[config.mk]
export PLATFORM = sky130hd
export DESIGN_NAME = crp_ram
export DESIGN_NICKNAME = d
export VERILOG_FILES = /design/src/rtl/crp_ram.sv
export SDC_FILE = /design/constraint.sdc
export NUM_CORES = 2
export LEC_CHECK = 0
export BUFFER_PORTS_ARGS = -buffer_cell sky130_fd_sc_hd__clkbuf_2
export CAP_MARGIN = 15
export CORE_MARGIN = 5
export CORE_UTILIZATION = 50
export CTS_CLUSTER_SIZE = 20
export DETAILED_ROUTE_END_ITERATION = 12
export MAX_ROUTING_LAYER = met4
export PLACE_DENSITY = 0.65
export RECOVER_POWER = 50
export SYNTH_ARGS = -nofsm -noshare
export SYNTH_HDL_FRONTEND = slang
export SYNTH_SLANG_ARGS = --single-unit
[constraint.sdc]
create_clock -name clk -period 3.85 [get_ports clk]
set_input_delay 0.5775 -clock clk [delete_from_list [all_inputs] [get_ports clk]]
set_output_delay 0.5775 -clock clk [all_outputs]
set_load 0.02 [all_outputs]
[src/rtl/crp_ram.sv]
// Generic single-write, single-read RAM with a registered read port.
// No dependencies.
module crp_ram #(
  parameter int WIDTH = 8,
  parameter int DEPTH = 256
) (
  input  logic                                   clk,
  input  logic                                   we,
  input  logic [((DEPTH > 1) ? $clog2(DEPTH) : 1)-1:0] waddr,
  input  logic [WIDTH-1:0]                       wdata,
  input  logic                                   re,
  input  logic [((DEPTH > 1) ? $clog2(DEPTH) : 1)-1:0] raddr,
  output logic [WIDTH-1:0]                       rdata
);

  logic [WIDTH-1:0] mem [DEPTH];
  logic [WIDTH-1:0] rdata_r;

  always_ff @(posedge clk) begin
    if (we) begin
      mem[waddr] <= wdata;
    end
    if (re) begin
      rdata_r <= mem[raddr];
    end
  end

  assign rdata = rdata_r;

endmodule

==> qor.csv <==
metric,value,unit
Yosys top cell by area,edfxtp_1,
met2 Track Usage GR,37.3,%
Post-Syn Area,79600,sq um
Clock Tree Buf Depth,3,
average size of a mapped cell,21.3,sq um
placed cells,6044,
fmax,281,MHz
warnings from Yosys,0,
number of I/O pins,35,
gr ovfl total,0,
outcome,finished with violations,
DRC Markers,0,
Final Net Count,4204,
skew final,32.8,ps
cell count after synthesis,3733,
Detail Placement HPWL,125000,um
Fillers,11400,
Worst R2R Start,mem[80][5],
syn nets,3760,
die area,167000,sq um
Final Cycle Share,92.3,%
final hold viol count,0,
ys async rst share,0,%
Min-Delay Startpoint,waddr[1],
Final Slew Violations,1005,
TritonRoute pass-1 iters,5,
vias in the first global route,40000,
number of flops mapped to enable cells by yosys,2056,
"worst slack, placed",-409,ps
Peak VDD IR,0.465,mV
fraction of final layout cells sized beyond drive strength 1,27.7,%
first-pass GRT wire length,288000,um
Cell variety after synth,54,
sequential fraction of the synthesis area,77.5,%
met3 Use GR,4.88,%
fin crit period,3550,ps
final core occ,57.6,%
Pwr Density,506,nW/um^2
maxcap violations,11,
CP arrival,4080,ps
antenna violations before repair,19,
HP Class,input port to flip-flop,
Critical Path RT,4370,ps
Iter 0 DRT Violations,5159,
most used flip-flop cell after synthesis,edfxtp_1,
Worst-path clk slew,60,ps
critical-path maximum fanout,41,
Vias/cell,6.23,
Initial Utilization,50.3,%
Synth area leaders,"edfxtp_1 78%, mux4_2 13%, mux2i_1 1.7%",
pin count of the biggest net entering global routing,137,
vias post-DR,40000,
post-cts resize count,0,
IO Port Bufs,34,
grt met1 use,34.4,%
final setup fails,0,
H-tree levels,4,
CP startpoint,raddr[1],
Synth top area share,77.5,%
failing checks,"capacitance limit, slew limit",
Finished Layout Cells,6421,
P_leak,28.9,nW
die extent in x,409,um
# rows,146,
post-CTS setup buffer count,0,
Max-slew headroom,-130,%
Area Overhead vs Synth,14.5,%
"flops & latches, synth",2056,
Core ar.,158000,sq um
wire length per cell,31.1,um
die height,409,um
busiest grt layer,met2,
Clock Latency Late Sink,830,ps
Final ANT Viol Nets,0,
clock root buffer,clkbuf_16,
Tot GR Track Use,24.5,%
worst setup margin,297,ps
RSZ-0062 raised after global routing,false,
Startpoint Class,input port,
critical path class,input port to flip-flop,
WL final,200000,um
hold_buf cts,0,
Inserted Clock Buffers,201,
CTS tree,yes,
Crit. End Element,flip-flop,
clk sinks,2056,
GPL Wtd Cong,0.872,
pin slew with the least headroom to its limit,3450,ps
-- final timing paths --
kind	slack (ps)	cells past startpoint	end
max reg2reg	430	6	rdata[5]
min reg2reg	1230	5	rdata[0]
min	490	4	mem[167][6]
max	300	9	rdata[5]
-- cell usage in the layout (no fill, tap or decap), drive strengths merged, types with 31 or more instances in the layout --
| master | instances |
|---|---|
| a22oi | 133 |
| clkinv | 86 |
| mux4 | 456 |
| nor2 | 282 |
| clkbuf | 301 |
| edfxtp | 2056 |
| nor2b | 31 |
| o221ai | 47 |
| a21oi | 96 |
| mux2i | 134 |
| nand2 | 33 |
| buf | 420 |
| nand3 | 34 |
-- flip-flops by register name, summed over array words and instances, names as in the netlist --
| name | count |
|---|---|
| mem | 2048 |
| rdata | 8 |
-- worst max-delay path, stage by stage --
cell and delay, ps:
buf_8 320, buf_12 310, buf_12 210, mux4_2 300, a22o_1 250, a221oi_1 590, o32ai_1 220, nor3_1 1070
nor4_1 170
-- through the flow --
stage                     setup TNS, ps  hold slack (ps)  total power, W  area (sq um)
final                                 0              490          0.0462         91200
after global routing                  0              476          0.0476         91200
after CTS                             0              282          0.0464         91300
after floorplan                       0              676          0.0264         79600
after detailed placement           -929             1160          0.0276         84900
after global placement            -1920             1150          0.0275         84900
-- synth_stat cells (31+ instances only) --
cell      instances
clkbuf_1        111
mux4_2          454
nand2_1          33
nor2b_1          31
mux2i_1         134
o221ai_1         46
a21oi_1          96
a22oi_1         133
buf_2            31
nor2_1          282
edfxtp_1       2056
nand3_1          34
-- layer usage --
metal / part of all wire [%] / vias up
met5: 0 / -
met4: 2.7 / 0
met3: 9.2 / 288
met2: 48 / 1905
met1: 40 / 21200
li1: - / 16600
-- logic make-up (layout without fill, tap and decap cells) --
| kind of cell | after synthesis | in the layout | share of synthesized area [%] |
|---|---|---|---|
| other | 0 | 15 | 0 |
| AND/OR/NAND/NOR | 466 | 466 | 2.63 |
| flip-flops | 2056 | 2056 | 77.5 |
| multiplexers | 591 | 591 | 14.6 |
| AO/OA/AOI/OAI | 385 | 385 | 3.42 |
| buffers and inverters | 235 | 836 | 1.83 |
-- report_power, final --
| group | internal, W | switching (W) | total, W |
|---|---|---|---|
| Clock | 0.0108 | 0.00829 | 0.0191 |
| Combinational | 0.000847 | 0.00151 | 0.00235 |
| Sequential | 0.0247 | 0.0000304 | 0.0248 |
| Total | 0.0363 | 0.00983 | 0.0462 |
-- cell type report --
class / count / area, sq um / area share [%]
antenna: 15 / 37.5 / 0.0412
inverter: 2 / 7.51 / 0.00823
sequential: 2056 / 61700 / 67.7
clock buffer: 248 / 5250 / 5.76
clock inverter: 112 / 1130 / 1.24
timing repair buffer: 474 / 3920 / 4.30
multi-input combinational: 1442 / 16500 / 18.1
tap: 2072 / 2590 / 2.84
Power figures use the tool's default switching activity.
