File: src/rtl/crp_pkg.sv
// Shared types, constants and helper functions for the circle raster painter.
// Has no dependencies; every other file but crp_ram imports it.
package crp_pkg;

  // Default values of the top-level parameters.
  localparam int MAX_DIM_DEF = 256;
  localparam int FRAC_DEF    = 8;

  // Fixed field widths.
  localparam int OP_W     = 2;
  localparam int CHAR_W   = 8;
  localparam int COORD_W  = 24;
  localparam int PIX_W    = 8;
  localparam int CFG_DIM_W = 9;

  // Radius arithmetic widths.
  localparam int R2_W     = 2 * COORD_W;
  localparam int INNER_W  = COORD_W + 1;
  localparam int INNER2_W = 2 * INNER_W;

  // Register port.
  localparam int CFG_ADDR_W = 4;
  localparam int CFG_DATA_W = 32;
  localparam int CFG_IDX_W  = 2;

  localparam logic [CFG_IDX_W-1:0] REG_CANVAS_WIDTH  = 2'd0;
  localparam logic [CFG_IDX_W-1:0] REG_CANVAS_HEIGHT = 2'd1;
  localparam logic [CFG_IDX_W-1:0] REG_BACKGROUND    = 2'd2;

  localparam logic [CFG_DIM_W-1:0] CANVAS_WIDTH_RST  = 9'd256;
  localparam logic [CFG_DIM_W-1:0] CANVAS_HEIGHT_RST = 9'd256;
  localparam logic [CHAR_W-1:0]    BACKGROUND_RST    = 8'd32;

  // Shape kinds, as character codes.
  localparam logic [CHAR_W-1:0] KIND_OUTLINE = 8'h63;
  localparam logic [CHAR_W-1:0] KIND_FILLED  = 8'h43;

  typedef enum logic [OP_W-1:0] {
    OP_CLEAR = 2'd0,
    OP_DRAW  = 2'd1,
    OP_READ  = 2'd2
  } op_t;

  // Controller to datapath.
  typedef struct packed {
    logic capture;
    logic setup_r;
    logic setup_in;
    logic scan_step;
    logic rd_en;
    logic load_result;
  } cmd_t;

  // Datapath to controller.
  typedef struct packed {
    logic [OP_W-1:0] op;
    logic            reject;
    logic            scan_last;
    logic            pipe_busy;
  } status_t;

  function automatic int addr_bits(input int depth);
    return (depth > 1) ? $clog2(depth) : 1;
  endfunction

endpackage

File: src/rtl/crp_ctrl.sv
// Controller state machine of the circle raster painter.
// Depends on crp_pkg; drives crp_dp through cmd_t and reads its status_t.
module crp_ctrl (
  input  logic             clk,
  input  logic             rst_n,
  input  logic             in_valid,
  output logic             in_ready,
  output logic             out_valid,
  input  logic             out_ready,
  input  crp_pkg::status_t st,
  output crp_pkg::cmd_t    cmd
);
  import crp_pkg::*;

  typedef enum logic [2:0] {
    S_IDLE,
    S_DECODE,
    S_SETUP_R,
    S_SETUP_IN,
    S_SCAN,
    S_DRAIN,
    S_READ,
    S_FINISH
  } state_t;

  state_t state_r, state_nxt;
  logic   out_valid_r, out_valid_nxt;

  always_comb begin
    state_nxt     = state_r;
    out_valid_nxt = out_valid_r & ~out_ready;
    cmd           = '0;
    unique case (state_r)
      S_IDLE: begin
        if (in_valid) begin
          cmd.capture = 1'b1;
          state_nxt   = S_DECODE;
        end
      end
      S_DECODE: begin
        unique case (st.op)
          OP_CLEAR: state_nxt = S_SCAN;
          OP_DRAW:  state_nxt = st.reject ? S_FINISH : S_SETUP_R;
          OP_READ:  state_nxt = S_READ;
          default:  state_nxt = S_FINISH;
        endcase
      end
      S_SETUP_R: begin
        cmd.setup_r = 1'b1;
        state_nxt   = S_SETUP_IN;
      end
      S_SETUP_IN: begin
        cmd.setup_in = 1'b1;
        state_nxt    = S_SCAN;
      end
      S_SCAN: begin
        cmd.scan_step = 1'b1;
        if (st.scan_last) begin
          state_nxt = S_DRAIN;
        end
      end
      S_DRAIN: begin
        if (!st.pipe_busy) begin
          state_nxt = S_FINISH;
        end
      end
      S_READ: begin
        cmd.rd_en = 1'b1;
        state_nxt = S_FINISH;
      end
      S_FINISH: begin
        if (!out_valid_r || out_ready) begin
          cmd.load_result = 1'b1;
          out_valid_nxt   = 1'b1;
          state_nxt       = S_IDLE;
        end
      end
      default: state_nxt = S_IDLE;
    endcase
  end

  always_ff @(posedge clk) begin
    if (!rst_n) begin
      state_r     <= S_IDLE;
      out_valid_r <= 1'b0;
    end else begin
      state_r     <= state_nxt;
      out_valid_r <= out_valid_nxt;
    end
  end

  assign in_ready  = (state_r == S_IDLE);
  assign out_valid = out_valid_r;

  // The pixel pipeline is always empty when a new request can be taken.
  a_idle_drained: assert property (@(posedge clk) disable iff (!rst_n)
    in_ready |-> !st.pipe_busy)
    else $error("pipeline still busy while accepting a request");

  // A result is never loaded over one that is still waiting to be taken.
  a_no_overwrite: assert property (@(posedge clk) disable iff (!rst_n)
    cmd.load_result |-> (!out_valid_r || out_ready))
    else $error("result overwritten before it was taken");

  // The last scan step hands over to draining the pipeline.
  a_last_step_drains: assert property (@(posedge clk) disable iff (!rst_n)
    (cmd.scan_step && st.scan_last) |=> (state_r == S_DRAIN))
    else $error("scan did not end after its last pixel");

  // A rejected draw never starts a scan.
  a_reject_no_scan: assert property (@(posedge clk) disable iff (!rst_n)
    (state_r == S_DECODE && st.op == OP_DRAW && st.reject) |=> !cmd.scan_step)
    else $error("rejected draw started a scan");

endmodule

File: config.mk
export PLATFORM = sky130hd
export DESIGN_NAME = crp_ctrl
export DESIGN_NICKNAME = d
export VERILOG_FILES = /design/src/rtl/crp_pkg.sv /design/src/rtl/crp_ctrl.sv
export SDC_FILE = /design/constraint.sdc
export NUM_CORES = 1
export LEC_CHECK = 0
export BUFFER_PORTS_ARGS = -buffer_cell sky130_fd_sc_hd__buf_4
export CAP_MARGIN = 20
export CORE_AREA = 2 2 39 41
export DETAILED_ROUTE_END_ITERATION = 7
export DIE_AREA = 0 0 41 43
export MAX_ROUTING_LAYER = met4
export PLACE_DENSITY = 0.48
export SLEW_MARGIN = 10
export SYNTH_ARGS = -nofsm -noshare
export SYNTH_HDL_FRONTEND = slang
export SYNTH_SLANG_ARGS = --single-unit
File: constraint.sdc
create_clock -name clk -period 2.2 [get_ports clk]
set_input_delay 0.22 -clock clk [delete_from_list [all_inputs] [get_ports clk]]
set_output_delay 0.22 -clock clk [all_outputs]
set_load 0.05 [all_outputs]
==> metrics, run 1 <==
Peak Freq just over 0.6 GHz; worst path arrival time 1.38 ns; Core Area 1380 um^2; syn nets 50; Cell variety after synth 25; setup_tns 0 ns; Setup Buffers After CTS 0; Fin. Hold Viols 0; Final Slew Violations 0; first-pass GRT wire length between 1000 and 1500 um; All-Layer GR Usage 0.106; RSZ-0062 raised after global routing no; Setup violations, final 0; clock sink count 4; full die area about 1800 um^2; Final Non-Filler Cells 73; drt wl/cell 11.1 um; worst slew pin tran 0.463 ns; CP Max Fanout 13; row cnt 14; chip width 41 um; slew margin rel. 0.691; CTS tree done; Seq/Total Area, Yosys 0.262; initial antenna violation count 0; Worst-Skew Late Latency 0.24 ns; RePlAce Congestion 0.750; ANT nets after route 0; post-cts repair resize count 0; Critical Path RT 1.98 ns; via count of the first global-routing pass 308; maxcap violations 0; critical path class flip-flop to primary output; Starting Density 0.221; # hold bufs at CTS 0; crit end category primary output; I/O Buffers 16; leakage 0.000216 uW; Reg2Reg Setup Slack 0.82 ns; placed cell count 70; layout cells sized above 1 0.386; Setup Skew 0.00300 ns; post-route clock period utilization 0.729; gr ovfl total 0; CTS H-tree lvls 1; total clock buffers created by CTS 3; Tmin final approximately 1.6 ns; pin count of the biggest net entering global routing 15; post-layout net count 68; clk buf depth 2; root buffer cell clkbuf_4; Seq cells post-synth 4; Syn Area/Cell around 7.4 um^2; peak supply drop around 0.00028 V; number of diodes 0; DP HPWL 580 um; outcome complete, no violations; Synth Cell Area 305 um^2; pwr dens 883 nW/um^2; Mapped Cells 41; Via density 5.04; YS warnings 0; Detailed Route Iter0 Violations 6; Hold Path Class input port to flip-flop; P&R area growth vs syn 50.4%; Post-Route WL about 810 um; Die H 43 um; Residual DRC 0; total I/O pin count 17; DRT Pass-1 Iters 5; vias ~370; CP startpoint kind flip-flop; Worst-path clk slew 0.04 ns
## power breakdown
part / total, uW / switching (uW) / internal [uW] / leakage, uW
registers: 122 / 37.3 / 85.0 / 0.0000330
clock network: 92.5 / 31.4 / 61.1 / 0.0000138
logic: 190 / 117 / 73.7 / 0.000169
## registers in the layout (all words and copies together), names as in the netlist
| name | flops |
|---|---|
| state_r | 3 |
| out_valid | 1 |
## synth_stat cells
cell type	count	share of area
o41ai_1	1	0.029
mux2i_1	1	0.033
nand3b_1	1	0.025
or4b_1	1	0.033
nor2_1	2	0.025
a31oi_1	2	0.041
nand4b_1	1	0.029
nor3_1	2	0.033
and3_1	3	0.061
clkbuf_1	1	0.012
and2_1	1	0.021
o21ai_0	1	0.016
a21o_1	1	0.025
dfxtp_1	4	0.26
nor2b_1	3	0.061
or3_1	1	0.021
nor3b_1	1	0.025
o211ai_2	1	0.041
or2_2	1	0.021
a21oi_1	2	0.033
nand2_1	4	0.049
o311a_1	1	0.033
inv_1	2	0.025
nand3_1	1	0.016
buf_2	2	0.033
## final timing paths
path,startpoint,end,cells after the start
max,state_r[2]$_SDFFE_PN0P_,cmd[4],3
min,rst_n,out_valid$_SDFF_PN0_,2
max reg2reg,state_r[1]$_SDFFE_PN0P_,state_r[2]$_SDFFE_PN0P_,3
min reg2reg,out_valid$_SDFF_PN0_,out_valid$_SDFF_PN0_,3
## logic make-up (layout without fill, tap and decap cells)
| family | count (synthesis) | in the layout | share of synthesized area |
|---|---|---|---|
| muxes | 1 | 1 | 0.0328 |
| AOI/OAI and AO/OA | 9 | 9 | 0.217 |
| DFF | 4 | 4 | 0.262 |
| buffers and inverters | 5 | 21 | 0.0697 |
| and+or+nand+nor | 22 | 22 | 0.418 |
## metal layers
metal | up-vias | global-route usage | part of all wire
li1 | 182 | - | -
met1 | 159 | 0.125 | 0.45
met2 | 22 | 0.144 | 0.42
met3 | 5 | 0.0314 | 0.10
met4 | 0 | 0.0800 | 0.029
met5 | - | - | 0
## metrics by stage
stage | utilization | hold slack [ns] | total power (uW) | setup WS, ns | area (um^2)
CTS | 0.332 | 0.239 | 406 | 0.624 | 459
finish | 0.332 | 0.234 | 405 | 0.596 | 459
floorplan | - | 0.343 | 260 | 0.233 | 310
global route | 0.332 | 0.268 | 424 | 0.541 | 459
detailed placement | 0.316 | 0.488 | 312 | 0.839 | 437
global placement | 0.316 | 0.475 | 314 | 0.809 | 437
## worst max-delay path, stage by stage, from the launching register on
cell and delay, ns:
dfxtp_1 0.60, inv_1 0.15, and3_1 0.21, buf_4 0.18
## cells in the final DEF (no fill, tap or decap), drive strengths merged
| master | instances |
|---|---|
| dfxtp | 4 |
| inv | 2 |
| buf | 16 |
| nand4b | 1 |
| nor3b | 1 |
| o21ai | 1 |
| nand3 | 1 |
| mux2i | 1 |
| and2 | 1 |
| and3 | 3 |
| or3 | 1 |
| or4b | 1 |
| or2 | 1 |
| nor3 | 2 |
| a21o | 1 |
| nor2 | 2 |
| nor2b | 3 |
| clkbuf | 3 |
| o41ai | 1 |
| nand3b | 1 |
| a31oi | 2 |
| a21oi | 2 |
| nand2 | 4 |
| o211ai | 1 |
| o311a | 1 |
## area by class of cell
type	count	area, um^2
Tap cell	16	20.0
Sequential cell	4	80.1
Multi-Input combinational cell	32	209
Clock buffer	3	22.5
Inverter	2	7.51
Fill cell	159	925
Timing Repair Buffer	16	120
No activity file was read; power rests on OpenSTA's default activity.
==> inputs of run 2 (changes only) <==
Settings changed: ABC_AREA set to 1, PLACE_DENSITY 0.48 to 0.5.
Clock period 2.2 ns to 1.4 ns, I/O delays scaled along.
==> metrics, run 2 <==
outcome complete, no violations; layout cells sized above 1 0.380; YS warnings 0; critical path, cell by cell nand2_2 > nor2_2 > inv_1 > nor2_2 > buf_6; top cell type's share of synthesized area 0.259; maxcap violations 0; final core utilization 0.363; clock sink count 4; CP Max Fanout 6; FILL cells between 150 and 200; Setup Skew 0.00185 ns; Synth Flop Type dfxtp_1; first-pass GRT wire length 1260 um; worst slew pin tran 0.203 ns; CTS tree done; dominant cells by area after synthesis dfxtp_1 (26%), nand2_1 (17%), nor2_1 (17%); Via density 4.07; Setup violations, final 0; row cnt 14; Hold Path Class input port to flip-flop; Worst Hold Launch rst_n; delay-heaviest family, CP flip-flops; Residual DRC 0; max reg flops 3; critical path class flip-flop to primary output; drt wl/cell about 7.6 um; Reg2Reg Capture Point state_r[1]$_SDFFE_PN0P_; footprint of the multi-input gates 190 um^2; placed cell count 91; Levels on crit path 5; worst reg-to-reg path cell count 7; max incr delay on CP roughly 0.38 ns; Detailed Route Iter0 Violations 1; Hold Path Sink out_valid$_SDFF_PN0_; launching point of the worst reg2reg path state_r[1]$_SDFFE_PN0P_; DRT Pass-1 Iters 2; Cell variety after synth 12; clk buf depth 2; Final Non-Filler Cells 95; peak supply drop 0.000660 V; pwr dens about 2000 nW/um^2; synth cell count leaders nand2_1 (14), nor2_1 (14), inv_1 (12); vias 387; via count of the first global-routing pass 346; pin count of the biggest net entering global routing 8; P&R area growth vs syn 62.8%; CP Buf/Inv Count 2; most common cell after layout, fill and taps aside buf_4; All-Layer GR Usage 0.107; total clock buffers created by CTS 3; initial antenna violation count 0; Starting Density 0.223; Peak Freq 0.753 GHz; Tmin final roughly 1.3 ns; Syn Area/Cell approximately 5.3 um^2; Post-synth EDFFs 0; cell taking the most area after synthesis dfxtp_1; number of diodes 0; post-route clock period utilization 0.949; syn nets 67; Worst path slowest cell dfxtp_2; CTS H-tree lvls 1; Mapped Cells 58; Reg2Reg Setup Slack 0.34 ns; gr ovfl total 0; RSZ-0062 raised after global routing no; async set or reset register ratio after synthesis 0; DP HPWL 639 um; slew margin rel. 0.864; Worst-path clk slew 0.04 ns; leakage roughly 0.00029 uW; root buffer cell clkbuf_4; Seq cells post-synth 4; Post-Route WL 723 um; post-layout net count 90; Final Slew Violations 0; I/O Buffers 16; total I/O pin count 17; most frequent cells in the layout buf_4 (17), nor2_1 (13), nand2_1 (13), inv_1 (12); chip width slightly above 40 um; Seq/Total Area, Yosys 0.259; Core Area ~1400 um^2; crit end category primary output; Critical Path RT 1.26 ns; worst path arrival time roughly 1.2 ns; Worst-Skew Late Latency 0.23 ns; ANT nets after route 0; WHS Path Cells 2; Die H about 43 um; RePlAce Congestion 0.779; register area 82.6 um^2; CP startpoint kind flip-flop; Most flops, register state_r; # hold bufs at CTS 0; Synth Cell Area between 300 and 400 um^2; full die area 1760 um^2; Fin. Hold Viols 0; CP most frequent cell nor2_2
run 2: logic make-up after synthesis:
logic type / synth area share
compound gates: 0.105
simple gates: 0.478
buf+inv: 0.158
flops: 0.259
run 2: cell type report:
type / count / share of cell area
multi-input combinational: 41 / 0.378
timing repair buffer: 18 / 0.276
sequential: 4 / 0.164
inverter: 13 / 0.0970
clock buffer: 3 / 0.0448
tap: 16 / 0.0398
run 2: report_power, final:
part           switching, uW  total, uW  internal [uW]  leakage [uW]
clock                   41.9        137           95.5     0.0000138
combinational            435        647            212      0.000241
sequential              56.3        214            158     0.0000336
total                    533        999            466      0.000289
run 2: stage by stage:
step | setup WS [ns] | area (um^2) | power [uW] | hold WS [ns] | TNS (ns)
6_report | 0.0720 | 503 | 999 | 0.144 | 0
3_5_place_dp | 0.179 | 464 | 857 | 0.381 | 0
2_1_floorplan | -0.00186 | 317 | 672 | 0.258 | -0.00186
4_1_cts | 0.0206 | 489 | 1010 | 0.140 | 0
5_1_grt | 0.00271 | 503 | 1100 | 0.149 | 0
3_3_place_gp | 0.159 | 464 | 861 | 0.397 | 0
run 2: timing repair:
| item | 4_1_cts | 5_1_grt |
|---|---|---|
| pin swaps | 0 | 1 |
| setup endpoints to repair | 1 | 1 |
| gates resized for setup | 2 | 2 |
| buffers inserted | 0 | 1 |
run 2: worst max-delay path by stage:
stage	startpoint	end	slack [ns]
2_1_floorplan	state_r[1]$_SDFFE_PN0P_	cmd[5]	-0.002
3_3_place_gp	state_r[0]$_SDFFE_PN0P_	cmd[0]	0.16
3_5_place_dp	state_r[0]$_SDFFE_PN0P_	cmd[0]	0.18
4_1_cts	state_r[0]$_SDFFE_PN0P_	cmd[0]	0.02
5_1_grt	state_r[0]$_SDFFE_PN0P_	cmd[0]	0.003
6_report	state_r[0]$_SDFFE_PN0P_	cmd[0]	0.07
run 2: per-layer routing:
metal | vias to the layer above | part of all wire | global-route usage
li1 | 215 | - | -
met1 | 164 | 0.40 | 0.116
met5 | - | 0 | -
met3 | 0 | 0.068 | 0.0157
met2 | 8 | 0.53 | 0.166
met4 | 0 | 0 | 0.0800
